<file path="src/slef_pkg.sv">
// Package for the separable LoG edge filter: constants, register indexes,
// controller states and the command/status structs shared by every module except slef_ram.
// No dependencies.
package slef_pkg;

  localparam int MAX_WIDTH_DEF = 1024;
  localparam int KSIZE         = 7;
  localparam int RADIUS        = (KSIZE - 1) / 2;
  localparam int NUM_TAPS      = KSIZE * KSIZE;
  localparam int RING_ROWS     = 2 * RADIUS + 2;
  localparam int SLOT_W        = $clog2(RING_ROWS);

  localparam int IMG_W_W  = 11;
  localparam int IMG_H_W  = 12;
  localparam int TAPS_W   = 64;
  localparam int TAP_W    = 16;
  localparam int PIX_W    = 8;
  localparam int ROW_W    = 13;
  localparam int ACC_W    = 48;
  localparam int RES_W    = 32;
  localparam int FRAC_W   = 14;

  localparam logic [IMG_W_W-1:0] RST_IMAGE_WIDTH  = 11'd640;
  localparam logic [IMG_H_W-1:0] RST_IMAGE_HEIGHT = 12'd480;
  localparam logic [TAPS_W-1:0]  RST_GAUSS_TAPS   = 64'd51237968355082240;
  localparam logic [TAPS_W-1:0]  RST_DERIV_TAPS   = 64'd409856136213217280;

  localparam int CFG_ADDR_W = 2;
  localparam int CFG_DATA_W = 64;

  typedef enum logic [CFG_ADDR_W-1:0] {
    REG_IMAGE_WIDTH  = 2'd0,
    REG_IMAGE_HEIGHT = 2'd1,
    REG_GAUSS_TAPS   = 2'd2,
    REG_DERIV_TAPS   = 2'd3
  } reg_idx_t;

  typedef enum logic [1:0] {
    ST_IDLE,
    ST_RUN,
    ST_DRAIN,
    ST_DONE
  } state_t;

  typedef struct packed {
    logic start;
    logic issue;
    logic publish;
  } cmd_t;

  typedef struct packed {
    logic last_issue;
    logic pipe_empty;
    logic out_free;
  } status_t;

endpackage

</file>
<file path="src/slef_ctrl.sv">
// Controller state machine: accepts a transfer, runs the 49-tap pass of the
// datapath and hands the result to the output register. Depends on slef_pkg.
module slef_ctrl (
  input  logic              clk,
  input  logic              rst_n,
  input  logic              in_tvalid,
  output logic              in_tready,
  input  logic              emit,
  input  slef_pkg::status_t status,
  output slef_pkg::cmd_t    cmd
);

  slef_pkg::state_t state_r, state_nxt;

  always_comb begin
    state_nxt = state_r;
    case (state_r)
      slef_pkg::ST_IDLE: begin
        if (in_tvalid && emit) begin
          state_nxt = slef_pkg::ST_RUN;
        end
      end
      slef_pkg::ST_RUN: begin
        if (status.last_issue) begin
          state_nxt = slef_pkg::ST_DRAIN;
        end
      end
      slef_pkg::ST_DRAIN: begin
        if (status.pipe_empty) begin
          state_nxt = slef_pkg::ST_DONE;
        end
      end
      slef_pkg::ST_DONE: begin
        if (status.out_free) begin
          state_nxt = slef_pkg::ST_IDLE;
        end
      end
      default: state_nxt = slef_pkg::ST_IDLE;
    endcase
  end

  always_comb begin
    in_tready   = 1'b0;
    cmd.start   = 1'b0;
    cmd.issue   = 1'b0;
    cmd.publish = 1'b0;
    case (state_r)
      slef_pkg::ST_IDLE: begin
        in_tready = 1'b1;
        cmd.start = in_tvalid && emit;
      end
      slef_pkg::ST_RUN:   cmd.issue = 1'b1;
      slef_pkg::ST_DRAIN: ;
      slef_pkg::ST_DONE:  cmd.publish = status.out_free;
      default: ;
    endcase
  end

  always_ff @(posedge clk) begin
    if (!rst_n) begin
      state_r <= slef_pkg::ST_IDLE;
    end else begin
      state_r <= state_nxt;
    end
  end

endmodule

</file>
<file path="config.mk">
export PLATFORM = sky130hd
export DESIGN_NAME = slef_ctrl
export DESIGN_NICKNAME = d
export VERILOG_FILES = /design/src/slef_pkg.sv /design/src/slef_ctrl.sv
export SDC_FILE = /design/constraint.sdc
export NUM_CORES = 1
export LEC_CHECK = 0
export BUFFER_PORTS_ARGS = -buffer_cell sky130_fd_sc_hd__buf_2
export CAP_MARGIN = 20
export CORE_AREA = 2 2 39 41
export CTS_BUF_LIST = sky130_fd_sc_hd__clkbuf_2 sky130_fd_sc_hd__clkbuf_4 sky130_fd_sc_hd__clkbuf_8
export DETAILED_ROUTE_END_ITERATION = 12
export DIE_AREA = 0 0 41 43
export PLACE_DENSITY_LB_ADDON = 0.25
export SLEW_MARGIN = 20
export SYNTH_ARGS = -nofsm -noshare
export SYNTH_HDL_FRONTEND = slang
export SYNTH_SLANG_ARGS = --single-unit
</file>
<file path="constraint.sdc">
create_clock -name clk -period 1.4 [get_ports clk]
set_clock_uncertainty 0.1 [all_clocks]
set_input_delay 0.21 -clock clk [delete_from_list [all_inputs] [get_ports clk]]
set_output_delay 0.21 -clock clk [all_outputs]
set_load 0.02 [all_outputs]
</file>
Yosys cells after proc, flatten, opt, wreduce, memory -nomap -nowiden
Cells that the tools add are included.
{"block": "word_totals", "rom_bits": 0, "n_memories": 0, "in_bits": 7, "out_inout_bits": 4, "mem_bits_rw": 0, "latch_bits": 0, "elab_cells": 20, "regBits": 2}
{"block": "op_classes", "eq_ne": 7, "div": 0, "bitwise": 0, "add_sub_neg": 0, "mul": 0, "n_reduce_logical": 3, "mux": 9, "n_lt_le_gt_ge": 0, "shifts": 0}
{"op": "2-bit 2-to-1 mux", "count": 4}
{"op": "2-bit != test, second input constant", "count": 4}
{"op": "2-bit one-hot mux with 4 select lines", "count": 1}
{"op": "2-bit == test, second input constant", "count": 2}
{"op": "1-bit 2-to-1 mux", "count": 4}
{"op": "4-bit AND reduction", "count": 1}
{"op": "2-bit by 1-bit == test with 1-bit output, second input constant", "count": 1}
{"op": "2-bit zero test", "count": 1}
{"op": "1-bit logical AND", "count": 1}

Depth between registers and ports, before layout
{"block": "logic_depth", "word_depth": 3, "ltp_mapped": 5, "depth_no_buf": 5}

Worst setup path before layout
OpenSTA, ideal clock, no wires.
{"block": "synth_timing", "kind": "reg-to-reg", "from": "register state_r[1]", "to": "register state_r[0]", "n_path_buf": 0, "synth_period_minus_slack_ps": 1646, "path_slack_ps": -246, "setup_ps": 116, "path_stages_with_launch": 6, "t_arrival_ps": 1430, "required_ps": 1184, "cell_sequence": "dfxtp_1 inv_1 ha_1 nor2b_1 or4_1 o211a_1"}
{"block": "synth_via", "elab_chain_len": 3, "elab_cells_between_ends": 10, "cone_classes": "eq/ne (7); mux (1); reduce/logical (2)"}
{"item": "start, declared", "line": "slef_ctrl.sv:13", "rtl": "slef_pkg::state_t state_r, state_nxt;"}
{"item": "start signal, assigned", "line": "slef_ctrl.sv:61", "rtl": "state_r <= slef_pkg::ST_IDLE;"}
{"item": "start signal, assigned", "line": "slef_ctrl.sv:63", "rtl": "state_r <= state_nxt;"}
{"item": "2-bit by 1-bit == test with 1-bit output (tied with other cells)", "line": "slef_ctrl.sv:17", "rtl": "case (state_r)"}
{"item": "2-bit != test (no line)"}
{"item": "4-bit AND reduction (no line)"}
Parallel ways exist; a longest one is shown, timed or not.
A chain may end at the register's enable or synchronous reset.

==> results.toml <==
[worst_setup_path]
reg2reg_slack_ns = -0.08
ff2ff_path_depth = 5
cp-end-kind = "output port"
cp_max_fo = 4
cp.arrival_ns = 1.19
start_kind = "flip-flop"
crit_type = "reg -> out"
worstPathRequired_ns = 1.09
r2r-start = "state_r[0]"
timing.rr.end = "state_r[1]"

[floorplan]
die_height_um = 43
initial_utilization = 0.1410
core-area_um2 = 1384
row_count = 14
dieArea_um2 = 1763
io_pins = 11
die_w_um = 41

[global_routing]
grt_pass1_vias = 206
grt_pass1_wl_um = 717
grt_max_degree = 5
antenna_found_initial = 0
grt-ovfl-total = 0
grt_use_total = 0.06306

[sta]
timing.final.ws_setup_ns = -0.1015
min_period_ns = 1.501
fmax_mhz = 666.0
report.final.slew_viol_count = 0
tightestPinTransition_ns = 0.3019
grt_setup_unrepaired = "true"
setup_violations = 4
finalHoldViolations = 0
slew_headroom = 0.7987
post-route-period-util = 1.072

[pwr]
leakage_nw = 0.1799
pwr-share-comb = 0.643
power.clock.fraction = 0.200
switching_power_mw = 0.2979
p_sw_frac = 0.3640
p_int_mw = 0.5205
power_mw = 0.8184
power_density_nw_per_um2 = 1924
seq_power_share = 0.157
ir_drop_uv = 777.9

[placed_design]
place_congestion = 0.5646
portBuffers = 10

[route]
drt-total-wl_um = 450
wl_met3_um = 43
wl_per_cell_um = 8.491
drt-initial-drc-count = 3
vias = 200
routed.top_layer = "met3"
wl_met1_um = 161
wl_met2_um = 246
ant_nets = 0
viasPerCell = 3.774
route.detailed.drc = 0
drt_pass1_iterations = 4

[final_layout]
post_route_cells_drive_above_1_share = 0.8378
largest_reg_flops = 2
syn_to_final_growth_pct = 117.9
reg_top3 = "state_r: 2 flops"
final_nets = 49
max_flop_register = "state_r"
final_util = 0.3074
num_antenna_cells = 0

[job]
drv_cap = 0

[hold_path]
hold_path.startpoint = "rst_n"
hold_depth = 2
min_path_type = "in -> reg"
min_to = "state_r[0]"

[clock_tree]
root_buffer = "clkbuf_4"
insertion_delay_ns = 0.23
clk_pin_slew_ns = 0.04
cts_tree = "yes"
cts_sinks = 2
numCtsBuffers = 3
cts.htree.levels = 1
clockBufferDepth = 2

[yosys]
synth_edf_count = 0
synth_seq_cells = 2
synth_area_um2 = 195.2
synth.most_common_cell = "ha_1"
synth_ff_type = "dfxtp_1"
synth_warnings = 0
syn_nets = 31
ys_top_cells_by_count = "ha_1, nand2_1, nor2b_1"
ys_seq_area_frac = 0.2051
synth_area_leaders = "ha_1, dfxtp_1, a2111oi_4"
synth_top_area_share = 0.2564
avgSynthCellArea_um2 = 9.759
async_flop_share = 0
ys_types = 11
postSynthCellCount = 20
yosysTopAreaCell = "ha_1"

[status]
violations = "setup timing"
status = "finished with violations"
## cells in the final DEF, fill, tap and decap left out, drive strengths merged
cell      n
a2111oi   1
inv       2
or4       1
and2      1
mux2i     1
nand2     3
dfxtp     2
and3      1
ha        4
nor2b     3
buf      13
clkbuf    4
o211a     1
## through the flow
stage	cell area, µm²	setup TNS [ns]	worst slack [ns]	hold slack, ns	cells
4_1_cts	391.6	-0.3931	-0.1362	0.1340	53
3_5_place_dp	325.3	-0.1954	-0.1241	0.3831	48
6_report	425.4	-0.2306	-0.1015	0.1436	53
3_3_place_gp	325.3	-0.1661	-0.1006	0.3737	48
5_1_grt	425.4	-0.4405	-0.1722	0.1538	53
2_1_floorplan	240.2	-0.1088	-0.07967	0.2479	20
## cells by family (layout without fill, tap and decap cells)
family          Yosys count  in the layout  synth area share
simple gates              9              9            0.2565
fa+ha+maj                 4              4            0.2564
compound gates            2              2            0.1923
flops                     2              2            0.2051
buf+inv                   2             19           0.03848
mux                       1              1           0.05128
## layer usage
metal | track usage | vias to the layer above
li1 | - | 101
met1 | 0.05096 | 92
met2 | 0.09688 | 7
met3 | 0.05236 | 0
met4 | 0.04000 | 0
met5 | 0 | -
## worst max-delay path by stage
stage,startpoint,end,slack (ns)
finish,state_r[0],cmd[2],-0.10
CTS,state_r[0],state_r[1],-0.14
floorplan,state_r[1],state_r[0],-0.08
detailed placement,state_r[0],state_r[1],-0.12
global placement,state_r[0],state_r[1],-0.10
global route,state_r[0],state_r[1],-0.17
## layout make-up
class | instances | area [µm²]
clock buffer | 4 | 30.03
fill | 150 | 958.4
inverter | 2 | 10.01
multi-input combinational | 16 | 217.7
sequential | 2 | 45.04
tap | 16 | 20.02
timing repair buffer | 13 | 102.6
## power groups by stage
| stage | combinational (mW) | clock [mW] | sequential [mW] |
|---|---|---|---|
| after floorplan | 0.336 | 0 | 0.121 |
| after global placement | 0.405 | 0 | 0.128 |
| after detailed placement | 0.417 | 0 | 0.128 |
| after CTS | 0.484 | 0.171 | 0.128 |
| after global routing | 0.589 | 0.173 | 0.133 |
| final | 0.526 | 0.164 | 0.129 |
## critical path, stage by stage, from the launching register on
cell and delay [ns]:
dfxtp_4 0.38, inv_4 0.05, ha_4 0.15, buf_6 0.12, and3_4 0.14, buf_6 0.12
## timing repair
| item | 4_1_cts | 5_1_grt |
|---|---|---|
| buffers inserted | 1 | 0 |
| gates resized for setup | 8 | 9 |
| hold buffers | 0 | 0 |
| pin swaps | 2 | 3 |
| cloned | 0 | 0 |
| setup endpoints to repair | 5 | 5 |
No activity file was read; power rests on OpenSTA's default activity.
