## src/slef_pkg.sv

```systemverilog
// Package for the separable LoG edge filter: constants, register indexes,
// controller states and the command/status structs shared by every module except slef_ram.
// No dependencies.
package slef_pkg;

  localparam int MAX_WIDTH_DEF = 1024;
  localparam int KSIZE         = 7;
  localparam int RADIUS        = (KSIZE - 1) / 2;
  localparam int NUM_TAPS      = KSIZE * KSIZE;
  localparam int RING_ROWS     = 2 * RADIUS + 2;
  localparam int SLOT_W        = $clog2(RING_ROWS);

  localparam int IMG_W_W  = 11;
  localparam int IMG_H_W  = 12;
  localparam int TAPS_W   = 64;
  localparam int TAP_W    = 16;
  localparam int PIX_W    = 8;
  localparam int ROW_W    = 13;
  localparam int ACC_W    = 48;
  localparam int RES_W    = 32;
  localparam int FRAC_W   = 14;

  localparam logic [IMG_W_W-1:0] RST_IMAGE_WIDTH  = 11'd640;
  localparam logic [IMG_H_W-1:0] RST_IMAGE_HEIGHT = 12'd480;
  localparam logic [TAPS_W-1:0]  RST_GAUSS_TAPS   = 64'd51237968355082240;
  localparam logic [TAPS_W-1:0]  RST_DERIV_TAPS   = 64'd409856136213217280;

  localparam int CFG_ADDR_W = 2;
  localparam int CFG_DATA_W = 64;

  typedef enum logic [CFG_ADDR_W-1:0] {
    REG_IMAGE_WIDTH  = 2'd0,
    REG_IMAGE_HEIGHT = 2'd1,
    REG_GAUSS_TAPS   = 2'd2,
    REG_DERIV_TAPS   = 2'd3
  } reg_idx_t;

  typedef enum logic [1:0] {
    ST_IDLE,
    ST_RUN,
    ST_DRAIN,
    ST_DONE
  } state_t;

  typedef struct packed {
    logic start;
    logic issue;
    logic publish;
  } cmd_t;

  typedef struct packed {
    logic last_issue;
    logic pipe_empty;
    logic out_free;
  } status_t;

endpackage

```

## src/slef_pos.sv

```systemverilog
// Raster position tracker: frame size latch, input/output counters, line store
// write address and the decision whether a transfer releases an output.
// Depends on slef_pkg.
module slef_pos #(
  parameter int MAX_WIDTH = slef_pkg::MAX_WIDTH_DEF,
  localparam int FW = $clog2(MAX_WIDTH + 1),
  localparam int CW = $clog2(MAX_WIDTH),
  localparam int AW = $clog2(slef_pkg::RING_ROWS * MAX_WIDTH)
) (
  input  logic                                clk,
  input  logic                                rst_n,
  input  logic                                cfg_wr_en,
  input  logic [slef_pkg::CFG_ADDR_W-1:0]     cfg_addr,
  input  logic [slef_pkg::CFG_DATA_W-1:0]     cfg_wr_data,
  input  logic                                accept,
  input  logic                                opcode,
  input  logic                                frame_start,
  output logic                                emit,
  output logic                                wr_en,
  output logic [AW-1:0]                       wr_addr,
  output logic [CW-1:0]                       emit_col,
  output logic [slef_pkg::IMG_H_W-1:0]        emit_row,
  output logic                                emit_eol,
  output logic                                emit_eof,
  output logic [FW-1:0]                       frame_w,
  output logic [slef_pkg::IMG_H_W-1:0]        frame_h
);

  localparam int DW = $clog2(3 * MAX_WIDTH + 5);
  localparam int HW = slef_pkg::IMG_H_W;
  localparam int RW = slef_pkg::ROW_W;
  localparam int RST_W = (MAX_WIDTH < 640) ? MAX_WIDTH : 640;

  logic [slef_pkg::IMG_W_W-1:0] image_width_r;
  logic [HW-1:0]                image_height_r;
  logic [FW-1:0]                frame_w_r, frame_w_nxt;
  logic [HW-1:0]                frame_h_r, frame_h_nxt;
  logic [DW-1:0]                dl_r, dl_nxt;
  logic [CW-1:0]                in_col_r, in_col_nxt;
  logic [RW-1:0]                in_row_r, in_row_nxt;
  logic [CW-1:0]                out_col_r, out_col_nxt;
  logic [HW-1:0]                out_row_r, out_row_nxt;
  logic [DW-1:0]                diff_r, diff_nxt;

  logic [FW-1:0] w_lat;
  logic [HW-1:0] h_lat;
  logic [FW-1:0] w_b;
  logic [HW-1:0] h_b;
  logic [DW-1:0] dl_b, diff_b, diff_a;
  logic [CW-1:0] col_b, ocol_b;
  logic [RW-1:0] row_b;
  logic [HW-1:0] orow_b;
  logic [CW:0]   col_inc, ocol_inc;
  logic          fs_eff, wr, flush_ok, adv, eol;

  always_comb begin
    if (image_width_r < 11'd4) begin
      w_lat = FW'(4);
    end else if (32'(image_width_r) > 32'(MAX_WIDTH)) begin
      w_lat = FW'(MAX_WIDTH);
    end else begin
      w_lat = FW'(image_width_r);
    end
    h_lat = (image_height_r < 12'd4) ? 12'd4 : image_height_r;
  end

  always_comb begin
    fs_eff = !opcode && frame_start;
    w_b    = frame_w_r;
    h_b    = frame_h_r;
    dl_b   = dl_r;
    col_b  = in_col_r;
    row_b  = in_row_r;
    ocol_b = out_col_r;
    orow_b = out_row_r;
    diff_b = diff_r;
    if (fs_eff) begin
      w_b    = w_lat;
      h_b    = h_lat;
      dl_b   = DW'(3 * 32'(w_lat) + 3);
      col_b  = '0;
      row_b  = '0;
      ocol_b = '0;
      orow_b = '0;
      diff_b = '0;
    end

    // Pixels are stored while the frame still expects them; past the last
    // line, any transfer advances the input position until the drain ends.
    wr       = !opcode && (row_b < RW'(h_b));
    flush_ok = (row_b >= RW'(h_b)) &&
               ((row_b < RW'(h_b) + RW'(3)) ||
                ((row_b == RW'(h_b) + RW'(3)) && (col_b < CW'(3))));
    adv      = wr || flush_ok;

    col_inc     = {1'b0, col_b} + 1'b1;
    in_col_nxt  = col_b;
    in_row_nxt  = row_b;
    diff_a      = diff_b;
    if (adv) begin
      diff_a = diff_b + 1'b1;
      if (col_inc >= (CW+1)'(w_b)) begin
        in_col_nxt = '0;
        in_row_nxt = row_b + 1'b1;
      end else begin
        in_col_nxt = col_inc[CW-1:0];
      end
    end

    emit = (orow_b < h_b) && (diff_a > dl_b);
    eol  = ({1'b0, ocol_b} == (CW+1)'(w_b) - 1'b1);

    ocol_inc    = {1'b0, ocol_b} + 1'b1;
    out_col_nxt = ocol_b;
    out_row_nxt = orow_b;
    diff_nxt    = diff_a;
    if (emit) begin
      diff_nxt = diff_a - 1'b1;
      if (eol) begin
        out_col_nxt = '0;
        out_row_nxt = orow_b + 1'b1;
      end else begin
        out_col_nxt = ocol_inc[CW-1:0];
      end
    end

    frame_w_nxt = w_b;
    frame_h_nxt = h_b;
    dl_nxt      = dl_b;
  end

  assign emit_col = ocol_b;
  assign emit_row = orow_b;
  assign emit_eol = eol;
  assign emit_eof = eol && (orow_b == h_b - 1'b1);
  assign wr_en    = accept && wr;
  assign wr_addr  = AW'(row_b[slef_pkg::SLOT_W-1:0]) * AW'(MAX_WIDTH) + AW'(col_b);
  assign frame_w  = frame_w_r;
  assign frame_h  = frame_h_r;

  always_ff @(posedge clk) begin
    if (!rst_n) begin
      image_width_r  <= slef_pkg::RST_IMAGE_WIDTH;
      image_height_r <= slef_pkg::RST_IMAGE_HEIGHT;
    end else if (cfg_wr_en) begin
      if (cfg_addr == slef_pkg::REG_IMAGE_WIDTH) begin
        image_width_r <= cfg_wr_data[slef_pkg::IMG_W_W-1:0];
      end
      if (cfg_addr == slef_pkg::REG_IMAGE_HEIGHT) begin
        image_height_r <= cfg_wr_data[HW-1:0];
      end
    end
  end

  always_ff @(posedge clk) begin
    if (!rst_n) begin
      frame_w_r <= FW'(RST_W);
      frame_h_r <= slef_pkg::RST_IMAGE_HEIGHT;
      dl_r      <= DW'(3 * RST_W + 3);
      in_col_r  <= '0;
      in_row_r  <= '0;
      out_col_r <= '0;
      out_row_r <= '0;
      diff_r    <= '0;
    end else if (accept) begin
      frame_w_r <= frame_w_nxt;
      frame_h_r <= frame_h_nxt;
      dl_r      <= dl_nxt;
      in_col_r  <= in_col_nxt;
      in_row_r  <= in_row_nxt;
      out_col_r <= out_col_nxt;
      out_row_r <= out_row_nxt;
      diff_r    <= diff_nxt;
    end
  end

`ifndef NO_ASSERTIONS
  // The input position never runs more than one window delay ahead.
  a_diff_bound: assert property (@(posedge clk) disable iff (!rst_n)
    diff_r <= dl_r) else $error("input/output distance exceeds window delay");
`endif

endmodule

```

## config.mk

```make
export PLATFORM = sky130hd
export DESIGN_NAME = slef_pos
export DESIGN_NICKNAME = d
export VERILOG_FILES = /design/src/slef_pkg.sv /design/src/slef_pos.sv
export SDC_FILE = /design/constraint.sdc
export NUM_CORES = 1
export LEC_CHECK = 0
export BUFFER_PORTS_ARGS = -buffer_cell sky130_fd_sc_hd__buf_4
export CAP_MARGIN = 0
export CORE_MARGIN = 2
export CORE_UTILIZATION = 45
export DETAILED_ROUTE_END_ITERATION = 7
export GPL_TIMING_DRIVEN = 0
export MAX_ROUTING_LAYER = met4
export PLACE_DENSITY = 0.65
export SYNTH_ARGS = -nofsm -noshare
export SYNTH_HDL_FRONTEND = slang
export SYNTH_SLANG_ARGS = --single-unit
```

## constraint.sdc

```tcl
create_clock -name clk -period 12.2 [get_ports clk]
set_clock_uncertainty 0.15 [all_clocks]
set_input_delay 1.83 -clock clk [delete_from_list [all_inputs] [get_ports clk]]
set_output_delay 1.83 -clock clk [all_outputs]
set_load 0.01 [all_outputs]
```

# --- Yosys cells after proc, flatten, opt, wreduce, memory -nomap -nowiden ---
# Cells that the tools add are included.
word_totals:
  regBits: 115
  in_bits: 72
  out_inout_bits: 62
  wordCells: 70
op_classes:
  addsub: 11
  multipliers: 1
  magnitude_cmp: 10
  eq_ne: 4
  mux: 21
  n_reduce_logical: 13
ops:
  columns: ["cell", "count"]
  rows:
  - ["$mux W12", 9]
  - ["$mux W10", 6]
  - ["$mux W13", 3]
  - ["$mux W11", 3]
  - ["$add A12 B1 Y12 const B", 2]
  - ["$sub A12 B1 Y12 const B", 2]
  - ["$add A12 B2 Y13 const B", 1]
  - ["$add A13 B1 Y13 const B", 1]
  - ["$add A13 B10 Y13", 1]
  - ["$eq A13 B13 Y1", 1]
  - ["$ge A13 B12 Y1", 1]
  - ["$lt A13 B12 Y1", 1]
  - ["$lt A13 B13 Y1", 1]
  - ["$add A12 B2 Y12 const B", 1]
  - ["$eq A12 B12 Y1", 1]
  - ["$gt A12 B12 Y1", 1]
  - ["$lt A12 B12 Y1", 1]
  - ["$lt A12 B3 Y1 const B", 1]
  - ["$mul A2 B11 Y12 const A", 1]
  - ["$add A10 B1 Y11 const B", 1]
  - ["$eq A10 B11 Y1", 1]
  - ["$ge A11 B11 Y1", 1]
  - ["$gt A11 B11 Y1 const B", 1]
  - ["$lt A11 B3 Y1 const B", 1]
  - ["other kinds (9)", 17]

# --- Depth between registers and ports, before layout ---
logic_depth:
  word_depth: 13
  depth_mapped: 39
  mapped_depth_nobuf: 30

# --- Least setup slack after synthesis ---
# No wires, ideal clock.
synth_path:
  kind: "input -> output"
  start: "in opcode"
  end: "out emit"
  t_arrival_ns: 7.926
  path_slack_ns: 2.294
  cell_stages: 33
  path_buffers: 13
  path_cell_list: "nand2b_4 > buf_6 > buf_6 > buf_6 > buf_6 > buf_2 > buf_2 > buf_2 > buf_1 > buf_2 > buf_2 > a21oi_1 > ha_1 > clkbuf_1 > or3_1 > xnor2_1 > ha_1 > a21oi_1 > o21ai_0 > a221oi_1 > a21oi_2 > o21bai_2 > buf_4 > buf_2 > mux2i_1 > inv_1 > ha_1 > nor2b_1 > o21a_1 > o21ai_0 > a21oi_1 > o311ai_2 > clkinv_1"
synth_between:
  elab_chain_cells: 12
  elab_cells_between_ends: 24
  cone_classes: "add/sub (2); order compare (6); eq/ne (1); mux (7); reduce/logical (8)"
synth_lines:
  columns: ["element", "line_no", "source"]
  rows:
  - ["from (decl)", "slef_pos.sv:16", "input logic opcode,"]
  - ["$logic_not A1 Y1 (*)", "slef_pos.sv:68, slef_pos.sv:90", null]
  - ["branches (longest 10 deep; another with $add A12 B2 Y13)", null, null]
  - ["$logic_and A1 B1 Y1 (*)", "slef_pos.sv:110", "emit = (orow_b < h_b) && (diff_a > dl_b);"]
  - ["to (decl)", "slef_pos.sv:18", "output logic emit,"]
# Mark *: on every way between the ends.

# --- Final worst setup path ---
# Same ends and word-level chain as after synthesis.

==> results.cfg <==
[setup_path]
worst_setup_path_class = primary input to output pin
critPathMaxFanout = 19
critical-path-max-stage-delay_ns = 0.45
critPathCaptureType = output pin
crit_arrival_ns = 9.80
critical_path_required_ns = 10.22
cp_slowest_cell = sky130_fd_sc_hd__a221oi_1
r2r_slack_ns = 4.27
rr_worst_depth = 30
crit_path_start_kind = primary input

[timing]
timing_worst_slew_pin_value_ns = 1.174
setup_tns_ns = 0
setup_repair_after_global_routing_missed_its_margin = false
setup_violations = 0
fin_ws_ns = 0.4218
max_clock_freq_ghz = 0.08490
finalHoldViolCount = 0
final_max_slew_viol_count = 0
layout_worst_path_cycle_share_pct = 96.54
worst_slew_margin_relative_to_its_limit_pct = 19.46
period_needed_ns = 11.78

[placement]
port_buffers = 80
place_inst = 1595
place.detailed.hpwl_mm = 25.63
dpl-instance-area_um2 = 10440
placement.setup.worst_slack_ns = -0.4452
place.gp.congestion = 0.9545

[route]
drt-initial-drc-count = 716
wl_per_cell_um = 20.52
drt.antenna.violating_nets = 0
detailed_route_wire_length_mm = 33.39
detail_route.vias_per_cell = 5.998
routed-via-count = 9758
drtPass1Iterations = 7
drc = 0

[layout]
fill_cells = 2043
most_frequent_standard_cell_in_the_layout_excluding_fill_and_tap_cells = sky130_fd_sc_hd__nand2_1
post_route_cells_drive_above_1_share_pct = 13.26
finish.net_count = 1497
final_cells = 1627
area_delta_synth_final_pct = 16.07
most-common-layout-cells = 202 x sky130_fd_sc_hd__nand2_1, 119 x sky130_fd_sc_hd__a21oi_1, 115 x sky130_fd_sc_hd__dfxtp_1
post-route-cell-area_um2 = 11020

[floorplanning]
rows = 53
fp.dieArea_um2 = 22270
die_w_um = 149.2
floorplan.core_area_um2 = 20890
start_util_pct = 45.44
die_height_um = 149.2
top_level_ports = 134

[global_routing]
grtUsageMet1_pct = 40.18
global_route.usage.met3_pct = 5.780
met2_track_usage_gr_pct = 47.56
grt_overflow_total = 0
grt_antenna_before_repair = 2
grt_pass1_wl_mm = 51.03
number_of_global_route_vias_before_repair = 8992
grt_start_max_net_pins = 20
grt.busiest_layer = met2
grt_usage_pct = 30.84

[flow_run]
cap_violations = 0

[outcome]
run_status = completed

[clock_network]
h-tree-depth = 4
clockRootBuffer = sky130_fd_sc_hd__clkbuf_16
cts_tree = done
cts.sinks = 115
ctsHoldBuffers = 0
number_of_buffers_added_by_the_clock_tree_synthesis_step = 17
cts.repair.resized = 1
clock_latency_on_the_worst_skew_pair_ns = 0.43
cts_setup_buffers = 0
ctsLongestPathBuffers = 2
clk_pin_slew_ns = 0.06

[synthesis]
synthXorXnorAreaFrac_pct = 7.012
synth_adder_area_share_pct = 11.60
synth.mux.area_fraction_pct = 3.519
synth.avg_cell_area_um2 = 7.656
synth-main-ff-cell = sky130_fd_sc_hd__dfxtp_1
syn_nets = 1400
synth.cell_area_um2 = 9493
dominant_combinational_cell_family_by_area_after_synthesis = simple AND/OR/NAND/NOR gates
postSynth.asyncResetShare_pct = 0
synth_seq_area_share_pct = 24.25
synth-compound-area-share_pct = 19.90
synth.ff_latch_count = 115
synthDistinctLibCells = 92
syn_inst = 1240
ys_warn_count = 0
synth_enable_flop_cells = 0
post_synth_and_or_nand_nor_area_fraction_pct = 28.72

[power]
swShare_pct = 32.19
p_int_uw = 714.8
power.combinational.fraction_pct = 16.3
worst_ir_drop_vdd_v = 0.00009467
netSwitchingPower_uw = 339.3
pwr_density_cell_nw_per_um2 = 95.67
power_frac_clock_pct = 46.2
leakage_uw = 0.004699
seq_power_share_pct = 37.5

[hold_path]
whs_path_depth = 2
timing.hold.worst.class = register to register
## state kept, by name, indices dropped and copies added, names as in the netlist
name,count
in_row_r,13
diff_r,12
dl_r,12
frame_h,12
image_height_r,12
out_row_r,12
frame_w,11
image_width_r,11
in_col_r,10
out_col_r,10
## cell type report
| type | count | area (um2) | area share [%] |
|---|---|---|---|
| multi-input combinational | 1015 | 6736 | 61.14 |
| sequential | 115 | 2302 | 20.89 |
| timing repair buffer | 80 | 600.6 | 5.451 |
| clock buffer | 17 | 425.4 | 3.861 |
| tap | 275 | 344.1 | 3.123 |
| buffer | 62 | 299.0 | 2.714 |
| inverter | 46 | 172.7 | 1.567 |
| clock inverter | 15 | 132.6 | 1.204 |
| antenna | 2 | 5.005 | 0.04542 |
## worst paths after layout
check                    start       endpoint
max                     opcode           emit
min                    dl_r[4]        dl_r[4]
max reg2reg  image_height_r[3]  out_row_r[10]
min reg2reg            dl_r[4]        dl_r[4]
## synth_stat cells (10+ instances only)
master,instances,area share (%)
sky130_fd_sc_hd__a21o_1,12,0.95
sky130_fd_sc_hd__a21oi_1,119,6.3
sky130_fd_sc_hd__and2_1,38,2.5
sky130_fd_sc_hd__and3_1,19,1.3
sky130_fd_sc_hd__buf_2,13,0.69
sky130_fd_sc_hd__clkbuf_1,42,1.7
sky130_fd_sc_hd__dfxtp_1,115,24
sky130_fd_sc_hd__ha_1,88,12
sky130_fd_sc_hd__inv_1,43,1.7
sky130_fd_sc_hd__mux2i_1,25,2.6
sky130_fd_sc_hd__nand2_1,202,8.0
sky130_fd_sc_hd__nand2b_1,10,0.66
sky130_fd_sc_hd__nand3_1,48,2.5
sky130_fd_sc_hd__nand3b_1,10,0.79
sky130_fd_sc_hd__nand4_1,17,1.1
sky130_fd_sc_hd__nor2_1,92,3.6
sky130_fd_sc_hd__nor2b_1,14,0.92
sky130_fd_sc_hd__nor3_1,19,1.0
sky130_fd_sc_hd__o21a_1,10,0.79
sky130_fd_sc_hd__o21ai_0,38,2.0
sky130_fd_sc_hd__xnor2_1,49,4.5
sky130_fd_sc_hd__xor2_1,27,2.5
## logic make-up after synthesis
family / after synthesis
compound gates: 286
buf+inv: 110
xor+xnor: 76
fa+ha+maj: 88
mux: 31
flops: 115
simple gates: 534
## critical path, delay by kind of cell
kind	cells	cell delay, ns
simple gates	6	1.38
compound gates	8	2.09
buf+inv	14	3.31
xor+xnor	2	0.30
fa+ha+maj	3	0.83
## power by group through the flow
stage | logic (uW) | clock network [uW] | registers (uW)
6_report | 172 | 487 | 395
5_1_grt | 187 | 508 | 396
4_1_cts | 169 | 489 | 395
3_5_place_dp | 168 | 0 | 403
3_3_place_gp | 166 | 0 | 403
2_1_floorplan | 113 | 0 | 401
## per-stage QoR
stage	total power, uW	util, %	hold slack [ns]
3_5_place_dp	570.9	49.97	0.3011
6_report	1054	52.75	0.3077
4_1_cts	1053	52.63	0.3091
5_1_grt	1091	52.75	0.3263
3_3_place_gp	569.0	49.97	0.2914
2_1_floorplan	513.4	-	0.2857
## layer usage
layer	wire, um	vias to the layer above
met5	0	-
li1	-	4633
met4	986	0
met2	15250	416
met1	14680	4636
met3	2479	73
Power figures use the tool's default switching activity.
